<file path="src/rtl/core/fmpc_pkg.sv">
`timescale 1ns / 1ps
`default_nettype none
package fmpc_pkg;

  localparam int MAX_PATTERNS_DEF = 16;
  localparam int SET_SLOTS_DEF    = 4;
  localparam int OP_WIDTH_DEF     = 8;
  localparam int TAG_WIDTH_DEF    = 16;

  // fixed field widths of the stream words
  localparam int ENTRY_W       = 4;
  localparam int SLOT_W        = 2;
  localparam int SRC_CNT_W     = 4;
  localparam int CHECK_W       = 3;
  localparam int SET_SIZE_W    = 3;
  localparam int OP_VALUE_W    = 8;
  localparam int DTYPE_TAG_W   = 16;
  localparam int ARG_W         = 64;
  localparam int MATCH_INDEX_W = 4;
  localparam int CFG_COUNT_W   = 5;

  localparam int IN_TDATA_W  = 112;
  localparam int OUT_TDATA_W = 8;

  // register index of pattern_count on the apb port
  localparam logic REG_PATTERN_COUNT = 1'b0;

  typedef enum logic [1:0] {
    FUNC_RULE      = 2'd0,
    FUNC_OP_SLOT   = 2'd1,
    FUNC_TYPE_SLOT = 2'd2,
    FUNC_CLASSIFY  = 2'd3
  } func_t;

  // check_mask bits
  localparam int CHK_OP   = 0;
  localparam int CHK_TYPE = 1;
  localparam int CHK_ARG  = 2;

  typedef struct packed {
    logic rule_we;
    logic op_we;
    logic type_we;
  } fmpc_wr_t;

  typedef struct packed {
    logic valid;
    logic found;
  } fmpc_flags_t;

endpackage
`default_nettype wire

</file>
<file path="src/rtl/core/fmpc_cell.sv">
`timescale 1ns / 1ps
`default_nettype none
module fmpc_cell #(
  parameter int CELL_IDX  = 0,
  parameter int SET_SLOTS = fmpc_pkg::SET_SLOTS_DEF,
  parameter int OP_WIDTH  = fmpc_pkg::OP_WIDTH_DEF,
  parameter int TAG_WIDTH = fmpc_pkg::TAG_WIDTH_DEF,
  parameter int IDX_W     = 4,
  parameter int SZ_W      = 3
) (
  input  wire                                  clk,
  input  wire                                  rst,
  input  wire                                  advance,
  input  wire                                  enabled,
  // pattern write side
  input  wire fmpc_pkg::fmpc_wr_t              wr,
  input  wire [SET_SLOTS-1:0]                  slot_we,
  input  wire [fmpc_pkg::SRC_CNT_W-1:0]        wr_need_count,
  input  wire                                  wr_exact,
  input  wire [fmpc_pkg::CHECK_W-1:0]          wr_checks,
  input  wire [SZ_W-1:0]                       wr_op_size,
  input  wire [SZ_W-1:0]                       wr_type_size,
  input  wire signed [fmpc_pkg::ARG_W-1:0]     wr_arg,
  input  wire [OP_WIDTH-1:0]                   wr_op,
  input  wire [TAG_WIDTH-1:0]                  wr_tag,
  // query from the left neighbor
  input  wire fmpc_pkg::fmpc_flags_t           flags_in,
  input  wire [IDX_W-1:0]                      idx_in,
  input  wire [fmpc_pkg::SRC_CNT_W-1:0]        q_cnt_in,
  input  wire [OP_WIDTH-1:0]                   q_op_in,
  input  wire [TAG_WIDTH-1:0]                  q_tag_in,
  input  wire signed [fmpc_pkg::ARG_W-1:0]     q_arg_in,
  input  wire                                  q_int_in,
  // query to the right neighbor
  output fmpc_pkg::fmpc_flags_t                flags_out,
  output logic [IDX_W-1:0]                     idx_out,
  output logic [fmpc_pkg::SRC_CNT_W-1:0]       q_cnt_out,
  output logic [OP_WIDTH-1:0]                  q_op_out,
  output logic [TAG_WIDTH-1:0]                 q_tag_out,
  output logic signed [fmpc_pkg::ARG_W-1:0]    q_arg_out,
  output logic                                 q_int_out
);

  logic [fmpc_pkg::SRC_CNT_W-1:0]   need_count;
  logic                             exact;
  logic [fmpc_pkg::CHECK_W-1:0]     checks;
  logic [SZ_W-1:0]                  op_size;
  logic [SZ_W-1:0]                  type_size;
  logic signed [fmpc_pkg::ARG_W-1:0] arg;
  logic [OP_WIDTH-1:0]              op_set   [SET_SLOTS];
  logic [TAG_WIDTH-1:0]             type_set [SET_SLOTS];

  logic cnt_ok;
  logic op_hit;
  logic type_hit;
  logic arg_ok;
  logic hit;

  always_ff @(posedge clk) begin
    if (wr.rule_we) begin
      need_count <= wr_need_count;
      exact      <= wr_exact;
      checks     <= wr_checks;
      op_size    <= wr_op_size;
      type_size  <= wr_type_size;
      arg        <= wr_arg;
    end
    for (int k = 0; k < SET_SLOTS; k++) begin
      if (wr.op_we && slot_we[k]) begin
        op_set[k] <= wr_op;
      end
      if (wr.type_we && slot_we[k]) begin
        type_set[k] <= wr_tag;
      end
    end
  end

  always_comb begin
    op_hit   = 1'b0;
    type_hit = 1'b0;
    for (int k = 0; k < SET_SLOTS; k++) begin
      if ((32'(k) < 32'(op_size)) && (op_set[k] == q_op_in)) begin
        op_hit = 1'b1;
      end
      if ((32'(k) < 32'(type_size)) && (type_set[k] == q_tag_in)) begin
        type_hit = 1'b1;
      end
    end
    cnt_ok = exact ? (q_cnt_in == need_count) : (q_cnt_in >= need_count);
    arg_ok = q_int_in && (q_arg_in == arg);
    hit    = flags_in.valid && !flags_in.found && enabled && cnt_ok
             && (!checks[fmpc_pkg::CHK_OP] || op_hit)
             && (!checks[fmpc_pkg::CHK_TYPE] || type_hit)
             && (!checks[fmpc_pkg::CHK_ARG] || arg_ok);
  end

  always_ff @(posedge clk) begin
    if (rst) begin
      flags_out <= '0;
    end else if (advance) begin
      flags_out.valid <= flags_in.valid;
      flags_out.found <= flags_in.found | hit;
    end
  end

  always_ff @(posedge clk) begin
    if (advance) begin
      idx_out   <= hit ? IDX_W'(CELL_IDX) : idx_in;
      q_cnt_out <= q_cnt_in;
      q_op_out  <= q_op_in;
      q_tag_out <= q_tag_in;
      q_arg_out <= q_arg_in;
      q_int_out <= q_int_in;
    end
  end

endmodule
`default_nettype wire

</file>
<file path="config.mk">
export PLATFORM = sky130hd
export DESIGN_NAME = fmpc_cell
export DESIGN_NICKNAME = d
export VERILOG_FILES = /design/src/rtl/core/fmpc_pkg.sv /design/src/rtl/core/fmpc_cell.sv
export SDC_FILE = /design/constraint.sdc
export NUM_CORES = 1
export LEC_CHECK = 0
export BUFFER_PORTS_ARGS = -buffer_cell sky130_fd_sc_hd__buf_2
export CAP_MARGIN = 40
export CORE_ASPECT_RATIO = 1.2
export CORE_MARGIN = 2
export CORE_UTILIZATION = 51
export DETAILED_ROUTE_END_ITERATION = 8
export PLACE_DENSITY = 0.83
export RECOVER_POWER = 100
export SETUP_SLACK_MARGIN = 0.1
export SYNTH_ARGS = -nofsm -noshare
export SYNTH_HDL_FRONTEND = slang
export SYNTH_SLANG_ARGS = --single-unit
</file>
<file path="constraint.sdc">
create_clock -name clk -period 2.5 [get_ports clk]
set_input_delay 0.125 -clock clk [delete_from_list [all_inputs] [get_ports clk]]
set_output_delay 0.125 -clock clk [all_outputs]
set_load 0.05 [all_outputs]
</file>
[Word level (Yosys, flattened, before mapping)]
Memories as Yosys holds them, arrays and structs flattened.
Cells that the tools add are included.
Word-level totals
  register bits after elaboration: 177
  bits in writable memories: 96
  output and inout bits: 99
  logic and storage cells: 91
  memories: 2
Memory list
  type_set: words 4, width 16, read ports 4, clocked after Yosys merged registers in 0, write ports 4, line fmpc_cell.sv:51  | logic [TAG_WIDTH-1:0] type_set [SET_SLOTS];
  op_set: words 4, width 8, read ports 4, clocked after Yosys merged registers in 0, write ports 4, line fmpc_cell.sv:50  | logic [OP_WIDTH-1:0] op_set [SET_SLOTS];
Cells by class
  magnitude comparators: 9
  equality and inequality tests: 10
  muxes and demuxes: 25
  bitwise operators: 1
  reductions and logical operators: 30
Operators with widths (number)
  $eq 16x16->1: 4
  $eq 64x64->1: 1
  $eq 8x8->1: 4
  $mux 1: 25
  $logic_and 1x1->1: 23
  $lt 1x3->1 const A: 4
  $lt 2x3->1 const A: 4
  $eq 4x4->1: 1
  $ge 4x4->1: 1
  $logic_not 1->1: 4
  $logic_or 1x1->1: 3
  $or 1x1->1: 1

[Logic depth before layout (Yosys ltp)]
  word-level depth: 11
  mapped depth: 9

[Worst setup path after synthesis]
No wires, ideal clock.
  path kind: register to register
  start: register arg[19] (netlist name)
  end: register idx_out[0], data pin
  setup time: 255 ps
  arrival: 1694 ps
  required time: 2245 ps
  slack: 551 ps
  cell stages (with the launch flop): 8
  buffers on the path: 0
  cells stage by stage: edfxtp_1 xnor2_1 nand4_1 nor4_1 nand4_1 o41ai_4 nand3_2 and2_1
Between the ends
  longest elaborated chain between the ends: 4
Ends and longest elaborated chain
  start, declared: line fmpc_cell.sv:49  | logic signed [fmpc_pkg::ARG_W-1:0] arg;
  start signal, assigned: line fmpc_cell.sv:66  | arg <= wr_arg;
  $eq 64x64->1: line fmpc_cell.sv:90  | arg_ok = q_int_in && (q_arg_in == arg);
  $logic_and 1x1->1: line fmpc_cell.sv:90
  $logic_or 1x1->1: line fmpc_cell.sv:94  | && (!checks[fmpc_pkg::CHK_ARG] || arg_ok);
  $logic_and 1x1->1: line fmpc_cell.sv:94
  end signal, assigned: line fmpc_cell.sv:108  | idx_out <= hit ? IDX_W'(CELL_IDX) : idx_in;
  end, declared: line fmpc_cell.sv:36  | output logic [IDX_W-1:0] idx_out,
No other way between the ends.
A chain may end at the register's enable or synchronous reset.

[Final worst setup path]
  start: register arg[8] (netlist name)
  end: register idx_out[1], data pin
Same word-level chain as after synthesis.

==> summary.md <==
| Metric | Value |
|---|---|
| Outcome | complete, but fails checks |
| Failing checks | max-capacitance violations, max-slew violations |
| Power Density | 727 nW/µm² |
| Final min period | 2.42 ns |
| EDFF count, synth | 271 |
| Commonest cells after routing, fill and taps aside | edfxtp_1 (271), clkbuf_1 (248), dlygate4sd3_1 (202), xor2_1 (81), xnor2_1 (73) |
| Hold path depth | 5 |
| Final period util | 96.8% |
| Max Freq | 413 MHz |
| Worst R2R Start | arg[8]$_DFFE_PP_ |
| Worst setup startpoint | arg[8]$_DFFE_PP_ |
| CTS H-tree lvls | 1 |
| Setup violators final | 0 |
| Hpwl dp | 18.0 mm |
| Average routed wire per standard cell | 22.0 µm |
| Placement Cell Area | 12300 µm² |
| Peak supply drop | 0.753 mV |
| Global-route usage over all layers | 27.4% |
| Design area | 14700 µm² |
| TritonCTS clock tree | yes |
| Initial antenna violation count | 8 |
| Final Slew Violations | 91 |
| Setup_tns | 0 ns |
| First-pass GRT wire length | 43.6 mm |
| Worst EP arrival | 2.68 ns |
| RR Endpoint | idx_out[1]$_SDFFCE_PP0P_ |
| Ratio of cells with drive above 1 in the final layout | 11.1% |
| First DRT Iteration DRCs | 475 |
| Syn nets | 759 |
| Via density per instance | 5.19 |
| Area growth syn-to-layout | 43.0% |
| RSZ-0062 raised after global routing | yes |
| Clk Latency, worst-skew pair | 0.52 ns |
| Total core area | 19700 µm² |
| Mean area per synthesized cell | 19.0 µm² |
| DRC viols | 0 |
| Register area share after synthesis | 79.3% |
| R2R setup slack | 0.08 ns |
| NumNets Final | 1302 |
| Post-synthesis cell count | 543 |
| Post-Syn Area | 10300 µm² |
| Routed Antenna Nets | 0 |
| IO Pins | 311 |
| Post-synth top flop | edfxtp_1 |
| Root Buffer | clkbuf_16 |
| Vias in the first global route | 7726 |
| CP Data Required Time | 2.76 ns |
| Gpl congestion | 0.837 |
| CTS Buffer Depth | 3 |
| Max-Cap Viols | 3 |
| CTS Buf Count | 26 |
| #FFs+latches synth | 273 |
| Post-Route Hold Slack | 0.183 ns |
| Overflow after GRT | 0 |
| Syn. warnings | 0 |
| CTS sink cnt | 273 |
| Endpoint class of the critical path | flop |
| Largest net degree at the start of global routing | 47 |
| Die height | 160 µm |
| Die Wd | 134 µm |
| Reg2Reg Depth | 8 |
| DR pass1 iterations | 5 |
| Yosys cell types | 38 |
| Crit path max fanout | 5 |
| Startpoint Class | flop |
| Setup Skew | 0.0155 ns |
| Die ar. | 21400 µm² |
| Slew @ Worst Pin | 2.25 ns |
| Kind of critical path | reg -> reg |
| Crit path to | idx_out[1]$_SDFFCE_PP0P_ |
| CTS clk-pin slew, worst paths | 0.06 ns |
| IO buf count | 310 |
| Drt total wl | 30.3 mm |
| Commonest non-fill, non-tap cell in the layout | edfxtp_1 |
| Post-synth ARST share | 0% |
| Pleak | 0.00515 µW |
| Core Rows | 56 |
| Max_slew headroom | -49.8% |
| DR vias | 7120 |
| Starting density of the core | 52.4% |
| Worst Hold Class | in -> reg |
| Final Hold Vio Count | 0 |
## per-stage QoR
step	instances	setup WS [ns]	total power, µW	utilization [%]
floorplan	543	0.551	6390	-
global placement	1117	0.0819	6890	62.2
CTS	1365	0.116	10700	76.5
detailed placement	1117	-0.0419	6930	62.2
finish	1373	0.0792	10700	74.9
global route	1372	0.00408	11000	74.9
## kinds of logic (layout without fill, tap and decap cells)
| kind of cell | count (synthesis) | after routing | share of synthesized area (%) |
|---|---|---|---|
| other | 0 | 8 | 0 |
| muxes | 1 | 1 | 0.0971 |
| adders and majority gates | 4 | 4 | 0.486 |
| xor gates and xnor gates | 154 | 154 | 13.1 |
| buffers and inverters | 13 | 574 | 0.485 |
| DFF | 273 | 273 | 79.3 |
| AOI/OAI and AO/OA | 19 | 19 | 1.88 |
| and+or+nand+nor | 79 | 79 | 4.64 |
## state kept, by name, indices dropped and copies added (netlist names), 2 cells and up
signal	cells
flags_out	2
q_cnt_out	4
idx_out	4
op_set	32
checks	3
q_tag_out	16
type_set	64
op_size	3
type_size	3
arg	64
need_count	4
q_op_out	8
q_arg_out	64
## worst min-delay path by stage
stage / start / to
after floorplan: rst / flags_out[0]$_SDFFE_PP0P_
after global placement: wr_arg[23] / arg[23]$_DFFE_PP_
after detailed placement: wr_arg[5] / arg[5]$_DFFE_PP_
after CTS: wr[2] / arg[21]$_DFFE_PP_
after global routing: enabled / flags_out[0]$_SDFFE_PP0P_
final: enabled / flags_out[0]$_SDFFE_PP0P_
## metal layers
metal | vias to the layer above | wire (µm) | GRT usage, % | part of all wire (%)
li1 | 3155 | - | - | -
met2 | 431 | 15800 | 50.2 | 52
met5 | - | 0 | 0 | 0
met4 | 0 | 1560 | 13.8 | 5.1
met3 | 113 | 2430 | 6.38 | 8.0
met1 | 3421 | 10400 | 29.2 | 34
## timing repair
action | in CTS | in global routing
buffers inserted | 0 | 0
setup endpoints to repair | 5 | 5
pin swaps | 2 | 2
gates resized for setup | 3 | 2
hold buffers | 202 | 0
endpoints found under the hold margin | 273 | 0
## worst max-delay path: stages, from the launching register on
cell      delay, ns
edfxtp_1       0.39
xnor2_1        0.24
nand4_1        0.18
nor4_2         0.32
buf_4          0.19
nand4_1        0.17
o41ai_4        0.31
nand3_2        0.17
and2_0         0.20
## synth_stat cells (2+ instances only)
cell / number / area, µm²
xnor2_1: 73 / 639
nand4_1: 20 / 125
a21oi_1: 2 / 10.0
nor2_1: 3 / 11.3
nand2_1: 4 / 15.0
edfxtp_1: 271 / 8140
xor2_1: 81 / 709
ha_1: 4 / 50.1
nor4_1: 20 / 125
o21ai_0: 3 / 15.0
nor2b_1: 4 / 25.0
nand2b_1: 2 / 12.5
inv_1: 9 / 33.8
dfxtp_1: 2 / 40.0
nand3_1: 3 / 15.0
clkbuf_1: 3 / 11.3
and2_1: 12 / 75.1
or3_1: 2 / 12.5
nor3_1: 6 / 30.0
## cell type report
cell class                 instances  area, µm²
clock buffer                      33        698
timing repair buffer             519       3310
multi-input combinational        257       2110
antenna                            8       20.0
fill                            1246       4950
tap                              261        327
sequential                       273       8180
inverter                           9       33.8
clock inverter                    13       68.8
## report_power, final
part / internal (µW) / switching, µW
clock network: 1970 / 1630
logic: 539 / 989
registers: 5430 / 150
total: 7940 / 2770
No activity file was read; power rests on OpenSTA's default activity.
